$ cat config.mk
export PLATFORM = sky130hd
export DESIGN_NAME = miq_cell
export DESIGN_NICKNAME = d
export VERILOG_FILES = /design/src/rtl/miq_pkg.sv /design/src/rtl/miq_cell.sv
export SDC_FILE = /design/constraint.sdc
export NUM_CORES = 1
export LEC_CHECK = 0
export ABC_AREA = 0
export BUFFER_PORTS_ARGS = -buffer_cell sky130_fd_sc_hd__buf_2
export CORE_ASPECT_RATIO = 1.25
export CORE_MARGIN = 3
export CORE_UTILIZATION = 42
export DETAILED_ROUTE_END_ITERATION = 8
export PLACE_DENSITY = 0.83
export SLEW_MARGIN = 0
export SYNTH_ARGS = -nofsm -noshare
export SYNTH_HDL_FRONTEND = slang
export SYNTH_SLANG_ARGS = --single-unit
$ cat constraint.sdc
create_clock -name clk -period 2.11 [get_ports clk]
set_input_delay 0.5275 -clock clk [delete_from_list [all_inputs] [get_ports clk]]
set_output_delay 0.5275 -clock clk [all_outputs]
set_load 0.01 [all_outputs]
$ cat src/rtl/miq_pkg.sv
package miq_pkg;

  localparam int unsigned DEF_CAPACITY = 1024;

  localparam int unsigned CMD_W    = 2;
  localparam int unsigned DATA_W   = 32;
  localparam int unsigned STAT_W   = 2;
  localparam int unsigned ECOUNT_W = 11;

  typedef logic [CMD_W-1:0]           cmd_t;
  typedef logic signed [DATA_W-1:0]   data_t;
  typedef logic [STAT_W-1:0]          stat_t;
  typedef logic [ECOUNT_W-1:0]        ecount_t;

  // command codes
  localparam cmd_t CMD_PUSH   = 2'd0;
  localparam cmd_t CMD_INSERT = 2'd1;
  localparam cmd_t CMD_POP    = 2'd2;

  // status codes
  localparam stat_t ST_OK    = 2'd0;
  localparam stat_t ST_EMPTY = 2'd1;
  localparam stat_t ST_FULL  = 2'd2;

  // control broadcast to every cell of the chain
  typedef struct packed {
    logic wr;          // load the word at the target position
    logic shift_up;    // cells above the target take their lower neighbor
    logic shift_down;  // every cell takes its upper neighbor
  } cell_ctl_t;

endpackage

$ cat src/rtl/miq_cell.sv
module miq_cell #(
  parameter int unsigned IDX_W = 10,
  parameter int unsigned IDX   = 0
) (
  input  logic               clk,
  input  miq_pkg::cell_ctl_t ctl,
  input  logic [IDX_W-1:0]   pos,
  input  miq_pkg::data_t     value,
  input  miq_pkg::data_t     lower_data,
  input  miq_pkg::data_t     upper_data,
  output miq_pkg::data_t     data
);
  import miq_pkg::*;

  localparam logic [IDX_W-1:0] MY_IDX = IDX_W'(IDX);

  data_t data_r;
  data_t data_nxt;

  always_comb begin
    data_nxt = data_r;
    if (ctl.shift_down) begin
      data_nxt = upper_data;
    end else if (ctl.wr && (pos == MY_IDX)) begin
      data_nxt = value;
    end else if (ctl.shift_up && (MY_IDX > pos)) begin
      data_nxt = lower_data;
    end
  end

  always_ff @(posedge clk) begin
    data_r <= data_nxt;
  end

  assign data = data_r;

endmodule

==> report_table.html, run 1 <==
<table>
<tr><th>Metric</th><th>Value</th></tr>
<tr><th colspan="2">Layout</th></tr>
<tr><td>Design area</td><td>0.00294 sq mm</td></tr>
<tr><td>Filler cells</td><td>409</td></tr>
<tr><td>Post-Route Utilization</td><td>0.617</td></tr>
<tr><td>Ratio of cells with drive above 1 in the final layout</td><td>0.594</td></tr>
<tr><td>Largest register FFs</td><td>32</td></tr>
<tr><td>Antenna diodes</td><td>0</td></tr>
<tr><td>Synthesis-to-layout area growth</td><td>40.5%</td></tr>
<tr><td>Number of nets in the finished design</td><td>434</td></tr>
<tr><th colspan="2">Die</th></tr>
<tr><td>Initial Util</td><td>0.439</td></tr>
<tr><td># IOs</td><td>142</td></tr>
<tr><td>Core outline area</td><td>0.00476 sq mm</td></tr>
<tr><td>Horizontal die dimension</td><td>69.1 um</td></tr>
<tr><td>Die outline height</td><td>84.9 um</td></tr>
<tr><td>Std cell rows</td><td>28</td></tr>
<tr><td>Die Footprint</td><td>0.00587 sq mm</td></tr>
<tr><th colspan="2">Worst setup path</th></tr>
<tr><td>Buffer and inverter count on the worst path</td><td>2</td></tr>
<tr><td>CP cell instances</td><td>buf_2 &gt; nor4_2 &gt; and3_2 &gt; buf_4 &gt; o221ai_1</td></tr>
<tr><td>Critical path peak fanout</td><td>15</td></tr>
<tr><td>Cell type of the slowest stage on the worst timing path</td><td>sky130_fd_sc_hd__nor4_2</td></tr>
<tr><td>Path type of the worst setup path</td><td>in2reg</td></tr>
<tr><td>Critical path arrival</td><td>1.69 ns</td></tr>
<tr><td>Endpoint required time on the critical path</td><td>2.12 ns</td></tr>
<tr><td>Element type at the critical path start</td><td>primary input</td></tr>
<tr><td>Endpoint kind of the worst setup timing path</td><td>register</td></tr>
<tr><td>Gate family responsible for the most delay along the worst path</td><td>simple AND/OR/NAND/NOR gates</td></tr>
<tr><td>Slowest Stage Delay on Critical Path</td><td>0.33 ns</td></tr>
<tr><th colspan="2">Global route</th></tr>
<tr><td>Antenna violations before repair</td><td>0</td></tr>
<tr><td>Routing usage on met2</td><td>0.370</td></tr>
<tr><td>Gr busiest metal</td><td>met2</td></tr>
<tr><td>Wire length of the first global-routing pass</td><td>8830 um</td></tr>
<tr><td>Global routing usage on met1</td><td>0.181</td></tr>
<tr><td>Number of global-route vias before repair</td><td>1,970</td></tr>
<tr><td>Overflow left after global routing</td><td>0</td></tr>
<tr><td>Total Routing Usage GR</td><td>0.185</td></tr>
<tr><td>Pin count of the biggest net entering global routing</td><td>36</td></tr>
<tr><td>Global Route met3 Usage</td><td>0.0474</td></tr>
<tr><th colspan="2">Synthesis</th></tr>
<tr><td>Number of enable-type register cells in the synthesized netlist</td><td>32</td></tr>
<tr><td>Async set-or-reset flop fraction in the synthesized netlist</td><td>0</td></tr>
<tr><td>Cell Area, Synth</td><td>0.00209 sq mm</td></tr>
<tr><td>Nets in the synthesized netlist</td><td>294</td></tr>
<tr><td>Sequential fraction of the synthesis area</td><td>0.459</td></tr>
<tr><td>Most common library cells after synthesis</td><td>sky130_fd_sc_hd__nand2_1 (65), sky130_fd_sc_hd__edfxtp_1 (32), sky130_fd_sc_hd__nand2b_1 (32)</td></tr>
<tr><td>Largest cells by area after synthesis</td><td>sky130_fd_sc_hd__edfxtp_1 (46%), sky130_fd_sc_hd__o221ai_2 (22%), sky130_fd_sc_hd__nand2_1 (12%)</td></tr>
<tr><td>Count of warnings emitted by yosys</td><td>0</td></tr>
<tr><td>Count of cell types in the netlist</td><td>15</td></tr>
<tr><td>Post-Syn Area per Cell</td><td>11.4 sq um</td></tr>
<tr><td>Cell taking the most area after synthesis</td><td>sky130_fd_sc_hd__edfxtp_1</td></tr>
<tr><td>Most frequent cell after synthesis</td><td>sky130_fd_sc_hd__nand2_1</td></tr>
<tr><td>Number of instances in the synthesized netlist</td><td>184</td></tr>
<tr><td>Most used flip-flop cell after synthesis</td><td>sky130_fd_sc_hd__edfxtp_1</td></tr>
<tr><td>Number of synthesized register bits</td><td>32</td></tr>
<tr><td>Synth top area share</td><td>0.459</td></tr>
<tr><th colspan="2">Timing</th></tr>
<tr><td>Max-slew headroom at the worst pin</td><td>0.806</td></tr>
<tr><td>Tcrit/Tclk final</td><td>0.799</td></tr>
<tr><td>Final period demand of the worst path</td><td>1.69 ns</td></tr>
<tr><td>Worst-Margin Slew</td><td>0.289 ns</td></tr>
<tr><td>Max Clock Freq</td><td>0.593 GHz</td></tr>
<tr><td>Number of endpoints failing setup at the final stage</td><td>0</td></tr>
<tr><td>Worst Hold Margin</td><td>0.540 ns</td></tr>
<tr><td>Hold violation total from the final report</td><td>0</td></tr>
<tr><td>Max-slew violation total from the final report</td><td>0</td></tr>
<tr><td>Setup repair after global routing missed its margin</td><td>no</td></tr>
<tr><td>Total negative slack</td><td>0 ns</td></tr>
<tr><th colspan="2">Power</th></tr>
<tr><td>IR drop worst, VDD</td><td>0.000412 V</td></tr>
<tr><td>Portion of total power attributed to combinational logic</td><td>0.205</td></tr>
<tr><td>Net switching power of the design</td><td>0.000390 W</td></tr>
<tr><td>Seq pwr share</td><td>0.462</td></tr>
<tr><td>Switching share of total power</td><td>0.231</td></tr>
<tr><td>Cell-internal power</td><td>0.00130 W</td></tr>
<tr><td>Proportion of power drawn by the clock network</td><td>0.334</td></tr>
<tr><td>Power density over the cells</td><td>576 mW/mm^2</td></tr>
<tr><td>Leak</td><td>1.23 nW</td></tr>
<tr><th colspan="2">Route</th></tr>
<tr><td>Number of iterations in the first detailed-routing pass</td><td>4</td></tr>
<tr><td>Count of vias placed by the detailed router</td><td>1,938</td></tr>
<tr><td>DRC marker count from the first detailed-route iteration</td><td>73</td></tr>
<tr><td>Final wirelength</td><td>5550 um</td></tr>
<tr><td>Remaining antenna violation count after routing</td><td>0</td></tr>
<tr><td>Mean routed wirelength per cell</td><td>14.4 um</td></tr>
<tr><td>DRC violations left</td><td>0</td></tr>
<tr><td>Via-per-instance ratio</td><td>5.03</td></tr>
<tr><th colspan="2">CTS</th></tr>
<tr><td>Clock input transition at the sequential cells of the worst setup and hold paths</td><td>0.06 ns</td></tr>
<tr><td>Number of clock buffers inserted by TritonCTS</td><td>5</td></tr>
<tr><td>Number of setup buffers added after CTS</td><td>0</td></tr>
<tr><td>Maximum count of clock buffers along a single path</td><td>2</td></tr>
<tr><td>Clock tree root buffer cell</td><td>sky130_fd_sc_hd__clkbuf_8</td></tr>
<tr><td>Number of sinks handled by clock tree synthesis</td><td>32</td></tr>
<tr><td>Number of gates given a new drive strength after cts</td><td>0</td></tr>
<tr><td>Clock tree from TritonCTS</td><td>done</td></tr>
<tr><td>CTS hold repair buffers</td><td>0</td></tr>
<tr><td>Depth of the CTS H-tree</td><td>2</td></tr>
<tr><th colspan="2">Place</th></tr>
<tr><td>RePlAce Congestion</td><td>0.744</td></tr>
<tr><td>DP Area</td><td>0.00283 sq mm</td></tr>
<tr><td>Number of buffer cells added on primary ports</td><td>140</td></tr>
<tr><td>Total half-perimeter wirelength after legalization and detailed placement</td><td>4470 um</td></tr>
<tr><th colspan="2">Hold path</th></tr>
<tr><td>Type of the most critical hold path</td><td>in2reg</td></tr>
<tr><th colspan="2">Outcome</th></tr>
<tr><td>Outcome</td><td>complete, no violations</td></tr>
<tr><th colspan="2">Job</th></tr>
<tr><td>Max-Cap Viols</td><td>0</td></tr>
</table>
==> layer usage <==
| layer | wire length [um] | vias to the layer above |
|---|---|---|
| met3 | 385 | 12 |
| met5 | 0 | - |
| li1 | - | 952 |
| met1 | 1870 | 892 |
| met2 | 3170 | 82 |
| met4 | 121 | 0 |
==> cells in the final DEF, fill, tap and decap left out <==
| cell type | instances |
|---|---|
| sky130_fd_sc_hd__buf_12 | 3 |
| sky130_fd_sc_hd__o221ai_1 | 2 |
| sky130_fd_sc_hd__nor4b_2 | 1 |
| sky130_fd_sc_hd__bufinv_16 | 1 |
| sky130_fd_sc_hd__clkbuf_1 | 1 |
| sky130_fd_sc_hd__or2_2 | 1 |
| sky130_fd_sc_hd__nor4_4 | 1 |
| sky130_fd_sc_hd__o221ai_2 | 30 |
| sky130_fd_sc_hd__nand2_2 | 1 |
| sky130_fd_sc_hd__and3_2 | 1 |
| sky130_fd_sc_hd__edfxtp_1 | 32 |
| sky130_fd_sc_hd__nor4_2 | 1 |
| sky130_fd_sc_hd__nand2_1 | 64 |
| sky130_fd_sc_hd__buf_2 | 140 |
| sky130_fd_sc_hd__buf_4 | 7 |
| sky130_fd_sc_hd__clkinv_2 | 1 |
| sky130_fd_sc_hd__nor3_1 | 1 |
| sky130_fd_sc_hd__clkbuf_8 | 5 |
| sky130_fd_sc_hd__nand2b_1 | 32 |
==> per-stage QoR <==
| step | setup WS [ns] | instances | total power, W |
|---|---|---|---|
| finish | 0.424 | 385 | 0.00169 |
| global route | 0.357 | 385 | 0.00178 |
| CTS | 0.417 | 385 | 0.00172 |
| detailed placement | 0.116 | 377 | 0.00115 |
| global placement | 0.164 | 377 | 0.00113 |
| floorplan | 0.135 | 184 | 0.000959 |
==> power by group through the flow <==
stage	registers [W]	clock network (W)	logic [W]
after floorplan	0.000830	0	0.000129
after global placement	0.000793	0	0.000339
after detailed placement	0.000795	0	0.000352
after CTS	0.000782	0.000582	0.000352
after global routing	0.000787	0.000608	0.000380
final	0.000781	0.000565	0.000346
==> area by class of cell <==
| class | instances | area (sq um) | area share |
|---|---|---|---|
| clock buffer | 6 | 72.6 | 0.0247 |
| clock inverter | 2 | 35.0 | 0.0119 |
| multi-input combinational | 135 | 982 | 0.334 |
| sequential | 32 | 961 | 0.327 |
| tap | 60 | 75.1 | 0.0255 |
| timing repair buffer | 150 | 813 | 0.277 |
==> cells by family (layout without fill, tap and decap cells) <==
kind of cell	count (synthesis)	in the layout	synth area share
AO/OA/AOI/OAI	32	32	0.224
AND/OR/NAND/NOR	103	103	0.244
flip-flops	32	32	0.459
buffers and inverters	17	158	0.0730
==> final timing paths <==
path | start | slack [ns] | depth (start not counted) | end
setup / recovery | pos[5] | 0.42 | 5 | data[31]
hold / removal | upper_data[28] | 0.54 | 3 | data[28]
==> tightest hold or removal path, stage by stage <==
cell                       delay [ns]
sky130_fd_sc_hd__buf_2           0.07
sky130_fd_sc_hd__nand2_1         0.05
sky130_fd_sc_hd__o221ai_2        0.05
(Power assumes the default switching activity.)
==> run 2: changes to the inputs <==
--- a/config.mk
+++ b/config.mk
@@ -9,9 +9,9 @@
 export BUFFER_PORTS_ARGS = -buffer_cell sky130_fd_sc_hd__buf_2
 export CORE_ASPECT_RATIO = 1.25
 export CORE_MARGIN = 3
-export CORE_UTILIZATION = 42
+export CORE_UTILIZATION = 38
 export DETAILED_ROUTE_END_ITERATION = 8
-export PLACE_DENSITY = 0.83
+export PLACE_DENSITY = 0.79
 export SLEW_MARGIN = 0
 export SYNTH_ARGS = -nofsm -noshare
 export SYNTH_HDL_FRONTEND = slang
==> constraint.sdc (replaced) <==
create_clock -name clk -period 1.45 [get_ports clk]
set_input_delay 0.3625 -clock clk [delete_from_list [all_inputs] [get_ports clk]]
set_output_delay 0.3625 -clock clk [all_outputs]
set_load 0.01 [all_outputs]
==> run 2 against run 1 <==
Compared with the run above:
- final cell count increased by 1.3%
- first-iteration DRC count increased by 32%
- cell area increased by 1.9%
- critical endpoint is now data[0]
- worst hold slack worse by 0.17 ns
- largest power group unchanged
- die area up 9.7%
- sequential cell count unchanged
- via count fell by 1.3%
- non-clock buffer count rose by 4
- sequential power grew 46%
- count of clock-buffer cells in the layout unchanged
- core utilization fell by 4.0 points
==> report_table.html, run 2 (synthesis results as in run 1) <==
<table>
<tr><th>Metric</th><th>Value</th></tr>
<tr><th colspan="2">Outcome</th></tr>
<tr><td>Outcome</td><td>complete, no violations</td></tr>
<tr><th colspan="2">Worst setup path</th></tr>
<tr><td>Element type at the critical path start</td><td>primary input</td></tr>
<tr><td>Buffer and inverter count on the worst path</td><td>2</td></tr>
<tr><td>Path type of the worst setup path</td><td>in2reg</td></tr>
<tr><td>CP cell instances</td><td>buf_2 &gt; nor4_4 &gt; and3_4 &gt; or2_4 &gt; buf_12</td></tr>
<tr><td>Gate family responsible for the most delay along the worst path</td><td>simple AND/OR/NAND/NOR gates</td></tr>
<tr><td>Critical path peak fanout</td><td>17</td></tr>
<tr><td>Endpoint kind of the worst setup timing path</td><td>register</td></tr>
<tr><td>Cell type of the slowest stage on the worst timing path</td><td>sky130_fd_sc_hd__nor4_4</td></tr>
<tr><td>Slowest Stage Delay on Critical Path</td><td>0.30 ns</td></tr>
<tr><td>Endpoint required time on the critical path</td><td>1.44 ns</td></tr>
<tr><td>Critical path arrival</td><td>1.37 ns</td></tr>
<tr><th colspan="2">Timing</th></tr>
<tr><td>Hold violation total from the final report</td><td>0</td></tr>
<tr><td>Worst Hold Margin</td><td>0.367 ns</td></tr>
<tr><td>Number of endpoints failing setup at the final stage</td><td>0</td></tr>
<tr><td>Max-slew headroom at the worst pin</td><td>0.817</td></tr>
<tr><td>Fin worst setup slack</td><td>0.0698 ns</td></tr>
<tr><td>Tcrit/Tclk final</td><td>0.952</td></tr>
<tr><td>Max-slew violation total from the final report</td><td>0</td></tr>
<tr><td>Setup repair after global routing missed its margin</td><td>no</td></tr>
<tr><td>Final period demand of the worst path</td><td>1.38 ns</td></tr>
<tr><td>Max Clock Freq</td><td>0.725 GHz</td></tr>
<tr><td>Worst-Margin Slew</td><td>0.275 ns</td></tr>
<tr><th colspan="2">CTS</th></tr>
<tr><td>Number of clock buffers inserted by TritonCTS</td><td>5</td></tr>
<tr><td>Clock tree root buffer cell</td><td>sky130_fd_sc_hd__clkbuf_8</td></tr>
<tr><td>Maximum count of clock buffers along a single path</td><td>2</td></tr>
<tr><td>CTS hold repair buffers</td><td>0</td></tr>
<tr><td>Number of gates given a new drive strength after cts</td><td>0</td></tr>
<tr><td>Clock input transition at the sequential cells of the worst setup and hold paths</td><td>0.07 ns</td></tr>
<tr><td>Number of setup buffers added after CTS</td><td>0</td></tr>
<tr><td>Depth of the CTS H-tree</td><td>2</td></tr>
<tr><td>Number of sinks handled by clock tree synthesis</td><td>32</td></tr>
<tr><td>Clock tree from TritonCTS</td><td>done</td></tr>
<tr><th colspan="2">Route</th></tr>
<tr><td>Via-per-instance ratio</td><td>4.91</td></tr>
<tr><td>DRC violations left</td><td>0</td></tr>
<tr><td>Mean routed wirelength per cell</td><td>13.6 um</td></tr>
<tr><td>Number of iterations in the first detailed-routing pass</td><td>4</td></tr>
<tr><td>Final wirelength</td><td>5290 um</td></tr>
<tr><td>Remaining antenna violation count after routing</td><td>0</td></tr>
<tr><td>DRC marker count from the first detailed-route iteration</td><td>96</td></tr>
<tr><td>Count of vias placed by the detailed router</td><td>1,913</td></tr>
<tr><th colspan="2">Power</th></tr>
<tr><td>Net switching power of the design</td><td>0.000567 W</td></tr>
<tr><td>Power density over the cells</td><td>763 mW/mm^2</td></tr>
<tr><td>Portion of total power attributed to combinational logic</td><td>0.224</td></tr>
<tr><td>Switching share of total power</td><td>0.248</td></tr>
<tr><td>Leak</td><td>1.26 nW</td></tr>
<tr><td>Proportion of power drawn by the clock network</td><td>0.279</td></tr>
<tr><td>Seq pwr share</td><td>0.497</td></tr>
<tr><td>IR drop worst, VDD</td><td>0.000410 V</td></tr>
<tr><td>Cell-internal power</td><td>0.00172 W</td></tr>
<tr><th colspan="2">Layout</th></tr>
<tr><td>Most used cells in the layout excluding fill and tap cells</td><td>sky130_fd_sc_hd__buf_2 (140), sky130_fd_sc_hd__nand2_1 (64), sky130_fd_sc_hd__nand2b_1 (32), sky130_fd_sc_hd__edfxtp_1 (32), sky130_fd_sc_hd__o221ai_2 (30)</td></tr>
<tr><td>Number of nets in the finished design</td><td>438</td></tr>
<tr><td>Design area</td><td>0.00299 sq mm</td></tr>
<tr><td>Ratio of cells with drive above 1 in the final layout</td><td>0.598</td></tr>
<tr><td>Synthesis-to-layout area growth</td><td>43.1%</td></tr>
<tr><td>Antenna diodes</td><td>0</td></tr>
<tr><td>Most common library cell in the layout ignoring fill and taps</td><td>sky130_fd_sc_hd__buf_2</td></tr>
<tr><td>Largest register FFs</td><td>32</td></tr>
<tr><th colspan="2">Place</th></tr>
<tr><td>DP Area</td><td>0.00291 sq mm</td></tr>
<tr><td>Number of buffer cells added on primary ports</td><td>140</td></tr>
<tr><td>Total half-perimeter wirelength after legalization and detailed placement</td><td>4280 um</td></tr>
<tr><td>Minimum setup slack after placement</td><td>-0.277 ns</td></tr>
<tr><td>RePlAce Congestion</td><td>0.731</td></tr>
<tr><th colspan="2">Die</th></tr>
<tr><td>Core outline area</td><td>0.00519 sq mm</td></tr>
<tr><td>Initial Util</td><td>0.403</td></tr>
<tr><td># IOs</td><td>142</td></tr>
<tr><td>Std cell rows</td><td>29</td></tr>
<tr><td>Die Footprint</td><td>0.00644 sq mm</td></tr>
<tr><td>Horizontal die dimension</td><td>72.4 um</td></tr>
<tr><td>Die outline height</td><td>89.0 um</td></tr>
<tr><th colspan="2">Job</th></tr>
<tr><td>Max-Cap Viols</td><td>0</td></tr>
<tr><th colspan="2">Global route</th></tr>
<tr><td>Number of global-route vias before repair</td><td>1,807</td></tr>
<tr><td>Wire length of the first global-routing pass</td><td>8200 um</td></tr>
<tr><td>Antenna violations before repair</td><td>0</td></tr>
<tr><td>Pin count of the biggest net entering global routing</td><td>36</td></tr>
<tr><td>Total Routing Usage GR</td><td>0.161</td></tr>
<tr><td>Overflow left after global routing</td><td>0</td></tr>
<tr><th colspan="2">Hold path</th></tr>
<tr><td>Type of the most critical hold path</td><td>in2reg</td></tr>
</table>
-- run 2: path summary, 6_finish.rpt --
kind                       start  cells after the start       end  slack [ns]
setup / recovery          pos[5]                      5   data[0]        0.07
hold / removal    upper_data[16]                      3  data[16]        0.37
-- run 2: final cells by class --
cell class              instances  area (sq um)
well taps                      62          77.6
fillers                       473          2190
flip-flops and latches         32           961
clock inverters                 1          5.00
repair buffers                154           872
multi-input cells             135          1010
clock buffers                   6          72.6
-- run 2: power by group through the flow --
stage | combinational (W) | clock (W) | sequential (W)
final | 0.000512 | 0.000638 | 0.00114
after global routing | 0.000563 | 0.000695 | 0.00114
after detailed placement | 0.000518 | 0 | 0.00116
after CTS | 0.000519 | 0.000656 | 0.00114
after global placement | 0.000509 | 0 | 0.00115
after floorplan | 0.000191 | 0 | 0.00121
-- run 2: layer usage --
layer  track usage  vias to the layer above  part of all wire
met5             0                        -                 0
met4        0.0650                        0             0.019
met3        0.0382                        8             0.095
met2         0.283                       98              0.53
met1         0.188                      847              0.35
li1              -                      960                 -
-- run 2: stage by stage --
step | setup TNS, ns | total power, W | util | instances
4_1_cts | 0 | 0.00231 | 0.576 | 390
6_report | 0 | 0.00229 | 0.577 | 390
5_1_grt | 0 | 0.00240 | 0.577 | 390
3_3_place_gp | -12.56 | 0.00166 | 0.561 | 383
2_1_floorplan | -5.33 | 0.00140 | - | 184
3_5_place_dp | -14.77 | 0.00167 | 0.561 | 383
==> run 3: changes to the inputs <==
--- a/config.mk
+++ b/config.mk
@@ -7,11 +7,13 @@
 export LEC_CHECK = 0
 export ABC_AREA = 0
 export BUFFER_PORTS_ARGS = -buffer_cell sky130_fd_sc_hd__buf_2
+export CELL_PAD_IN_SITES_DETAIL_PLACEMENT = 2
+export CELL_PAD_IN_SITES_GLOBAL_PLACEMENT = 2
 export CORE_ASPECT_RATIO = 1.25
-export CORE_MARGIN = 3
-export CORE_UTILIZATION = 38
+export CORE_MARGIN = 8
+export CORE_UTILIZATION = 21
 export DETAILED_ROUTE_END_ITERATION = 8
-export PLACE_DENSITY = 0.79
+export PLACE_DENSITY = 0.78
 export SLEW_MARGIN = 0
 export SYNTH_ARGS = -nofsm -noshare
 export SYNTH_HDL_FRONTEND = slang
==> run 3 against run 2 <==
Compared with the run above:
- sequential share of layout area shrank 2.6 points
- fmax shrank 2.9%
- critical path depth is the same
- worst hold slack lost 0.0026 ns
- global-route usage shrank 3.9 points
- power grew 28%
- sequential cell count is the same
- cell area grew 8.9%
- die area grew 110%
- via count grew 6.2%
- final cell count grew 18%
- combinational power grew 10%
- critical path type unchanged
- critical endpoint is now data[30]
- highest routed layer unchanged
==> report_table.html, run 3 (synthesis results as in run 1) <==
<table>
<tr><th>Metric</th><th>Value</th></tr>
<tr><th colspan="2">Worst setup path</th></tr>
<tr><td>Critical path arrival</td><td>1.42 ns</td></tr>
<tr><td>Gate family responsible for the most delay along the worst path</td><td>simple AND/OR/NAND/NOR gates</td></tr>
<tr><td>Path type of the worst setup path</td><td>in2reg</td></tr>
<tr><td>Worst setup path start</td><td>pos[6]</td></tr>
<tr><td>Critical path peak fanout</td><td>6</td></tr>
<tr><td>Cell type of the slowest stage on the worst timing path</td><td>sky130_fd_sc_hd__nor4_4</td></tr>
<tr><td>Endpoint kind of the worst setup timing path</td><td>register</td></tr>
<tr><td>CP endpoint</td><td>data[30]</td></tr>
<tr><td>Slowest Stage Delay on Critical Path</td><td>0.28 ns</td></tr>
<tr><td>Instance count on the critical path</td><td>5</td></tr>
<tr><td>Buffer and inverter count on the worst path</td><td>2</td></tr>
<tr><td>CP cell instances</td><td>buf_2 &gt; nor4_4 &gt; and3_4 &gt; or2_4 &gt; clkbuf_16</td></tr>
<tr><td>Endpoint required time on the critical path</td><td>1.45 ns</td></tr>
<tr><td>Element type at the critical path start</td><td>primary input</td></tr>
<tr><th colspan="2">Layout</th></tr>
<tr><td>Most used cells in the layout excluding fill and tap cells</td><td>sky130_fd_sc_hd__buf_2 (138), sky130_fd_sc_hd__nand2_1 (64), sky130_fd_sc_hd__nand2b_1 (32), sky130_fd_sc_hd__edfxtp_1 (32), sky130_fd_sc_hd__o221ai_2 (30)</td></tr>
<tr><td>Largest register FFs</td><td>32</td></tr>
<tr><td>Filler cells</td><td>1,088</td></tr>
<tr><td>Synthesis-to-layout area growth</td><td>55.8%</td></tr>
<tr><td>Most common library cell in the layout ignoring fill and taps</td><td>sky130_fd_sc_hd__buf_2</td></tr>
<tr><td>Antenna diodes</td><td>0</td></tr>
<tr><td>Ratio of cells with drive above 1 in the final layout</td><td>0.610</td></tr>
<tr><td>Number of nets in the finished design</td><td>445</td></tr>
<tr><th colspan="2">Global route</th></tr>
<tr><td>Antenna violations before repair</td><td>0</td></tr>
<tr><td>Number of global-route vias before repair</td><td>2,404</td></tr>
<tr><td>Overflow left after global routing</td><td>0</td></tr>
<tr><td>Total Routing Usage GR</td><td>0.122</td></tr>
<tr><td>Pin count of the biggest net entering global routing</td><td>38</td></tr>
<tr><td>Wire length of the first global-routing pass</td><td>12,900 um</td></tr>
<tr><th colspan="2">Power</th></tr>
<tr><td>Leak</td><td>1.35 nW</td></tr>
<tr><td>Tot Pwr</td><td>0.00292 W</td></tr>
<tr><td>IR drop worst, VDD</td><td>0.000349 V</td></tr>
<tr><td>Power density over the cells</td><td>895 mW/mm^2</td></tr>
<tr><th colspan="2">Timing</th></tr>
<tr><td>Max Clock Freq</td><td>0.703 GHz</td></tr>
<tr><td>Max-slew headroom at the worst pin</td><td>0.771</td></tr>
<tr><td>Number of endpoints failing setup at the final stage</td><td>0</td></tr>
<tr><td>Max-slew violation total from the final report</td><td>0</td></tr>
<tr><td>Tcrit/Tclk final</td><td>0.981</td></tr>
<tr><td>Worst-Margin Slew</td><td>0.343 ns</td></tr>
<tr><td>Setup repair after global routing missed its margin</td><td>yes</td></tr>
<tr><td>Total negative slack</td><td>0 ns</td></tr>
<tr><td>Final period demand of the worst path</td><td>1.42 ns</td></tr>
<tr><td>Hold violation total from the final report</td><td>0</td></tr>
<tr><th colspan="2">CTS</th></tr>
<tr><td>Number of sinks handled by clock tree synthesis</td><td>32</td></tr>
<tr><td>Maximum count of clock buffers along a single path</td><td>2</td></tr>
<tr><td>Clock tree from TritonCTS</td><td>done</td></tr>
<tr><td>Clock input transition at the sequential cells of the worst setup and hold paths</td><td>0.06 ns</td></tr>
<tr><td>Number of clock buffers inserted by TritonCTS</td><td>5</td></tr>
<tr><td>CTS hold repair buffers</td><td>0</td></tr>
<tr><td>Clock tree root buffer cell</td><td>sky130_fd_sc_hd__clkbuf_16</td></tr>
<tr><td>Depth of the CTS H-tree</td><td>2</td></tr>
<tr><th colspan="2">Die</th></tr>
<tr><td>Die Footprint</td><td>0.0134 sq mm</td></tr>
<tr><td>Std cell rows</td><td>40</td></tr>
<tr><td>Initial Util</td><td>0.217</td></tr>
<tr><td>Die outline height</td><td>128 um</td></tr>
<tr><td>Horizontal die dimension</td><td>105 um</td></tr>
<tr><td># IOs</td><td>142</td></tr>
<tr><td>Core outline area</td><td>0.00966 sq mm</td></tr>
<tr><th colspan="2">Route</th></tr>
<tr><td>Final wirelength</td><td>8510 um</td></tr>
<tr><td>Mean routed wirelength per cell</td><td>18.4 um</td></tr>
<tr><td>Remaining antenna violation count after routing</td><td>0</td></tr>
<tr><td>DRC marker count from the first detailed-route iteration</td><td>44</td></tr>
<tr><td>Via-per-instance ratio</td><td>4.40</td></tr>
<tr><td>DRC violations left</td><td>0</td></tr>
<tr><td>Count of vias placed by the detailed router</td><td>2,031</td></tr>
<tr><td>Number of iterations in the first detailed-routing pass</td><td>4</td></tr>
<tr><th colspan="2">Outcome</th></tr>
<tr><td>Outcome</td><td>complete, no violations</td></tr>
<tr><th colspan="2">Place</th></tr>
<tr><td>RePlAce Congestion</td><td>0.676</td></tr>
<tr><td>Total half-perimeter wirelength after legalization and detailed placement</td><td>6860 um</td></tr>
<tr><td>Number of buffer cells added on primary ports</td><td>140</td></tr>
<tr><th colspan="2">Job</th></tr>
<tr><td>Max-Cap Viols</td><td>0</td></tr>
<tr><th colspan="2">Hold path</th></tr>
<tr><td>Type of the most critical hold path</td><td>in2reg</td></tr>
</table>
run 3: changes by cell type in the layout (fill, tap and decap cells not counted), sizes merged:
cell and delta:
buf +5, clkinvlp +1, bufinv +1, clkbuf +1
run 3: worst min-delay path by stage:
| stage | cells after the start | endpoint | start |
|---|---|---|---|
| floorplan | 2 | data[30] | upper_data[30] |
| global placement | 3 | data[14] | upper_data[14] |
| detailed placement | 3 | data[6] | upper_data[6] |
| CTS | 3 | data[4] | upper_data[4] |
| global route | 3 | data[4] | upper_data[4] |
| finish | 3 | data[4] | upper_data[4] |
run 3: cell type report:
type                       count  area (sq um)  share of cell area
timing repair buffer         161           967               0.297
tap                          126           158              0.0484
clock buffer                   5           125              0.0384
sequential                    32           961               0.295
clock inverter                 3          42.5              0.0131
multi-input combinational    135          1010               0.309
run 3: power breakdown:
| group | total, W | switching [W] | internal (W) |
|---|---|---|---|
| Clock | 0.00121 | 0.000403 | 0.000806 |
| Sequential | 0.00114 | 0.0000222 | 0.00112 |
| Combinational | 0.000565 | 0.000269 | 0.000296 |
run 3: stage by stage:
stage               hold WS, ns  utilization  instances  setup WS (ns)  cell area, sq um
global placement          0.647        0.310        449         -0.270              2990
detailed placement        0.659        0.310        449         -0.334              2990
global route              0.371        0.337        462        -0.0166              3260
CTS                       0.357        0.328        457         0.0326              3170
floorplan                 0.558            -        184         -0.167              2110
finish                    0.365        0.337        462         0.0282              3260
run 3: tightest hold or removal path, delay by kind of cell:
family	cells	cell delay, ns
buffers and inverters	1	0.07
and+or+nand+nor	1	0.05
AOI/OAI and AO/OA	1	0.05
run 3: what timing repair did:
item / in CTS / in global routing
pin swaps: 0 / 4
setup buffers: 0 / 2
gates resized for setup: 2 / 3
setup endpoints to repair: 21 / 21
gates cloned: 0 / 3
run 3: routing by layer:
| metal | vias up | global-route usage | share of wire |
|---|---|---|---|
| li1 | 980 | - | - |
| met1 | 956 | 0.118 | 0.36 |
| met2 | 85 | 0.229 | 0.55 |
| met3 | 10 | 0.0488 | 0.077 |
| met4 | 0 | 0.0404 | 0.017 |
| met5 | - | 0 | 0 |
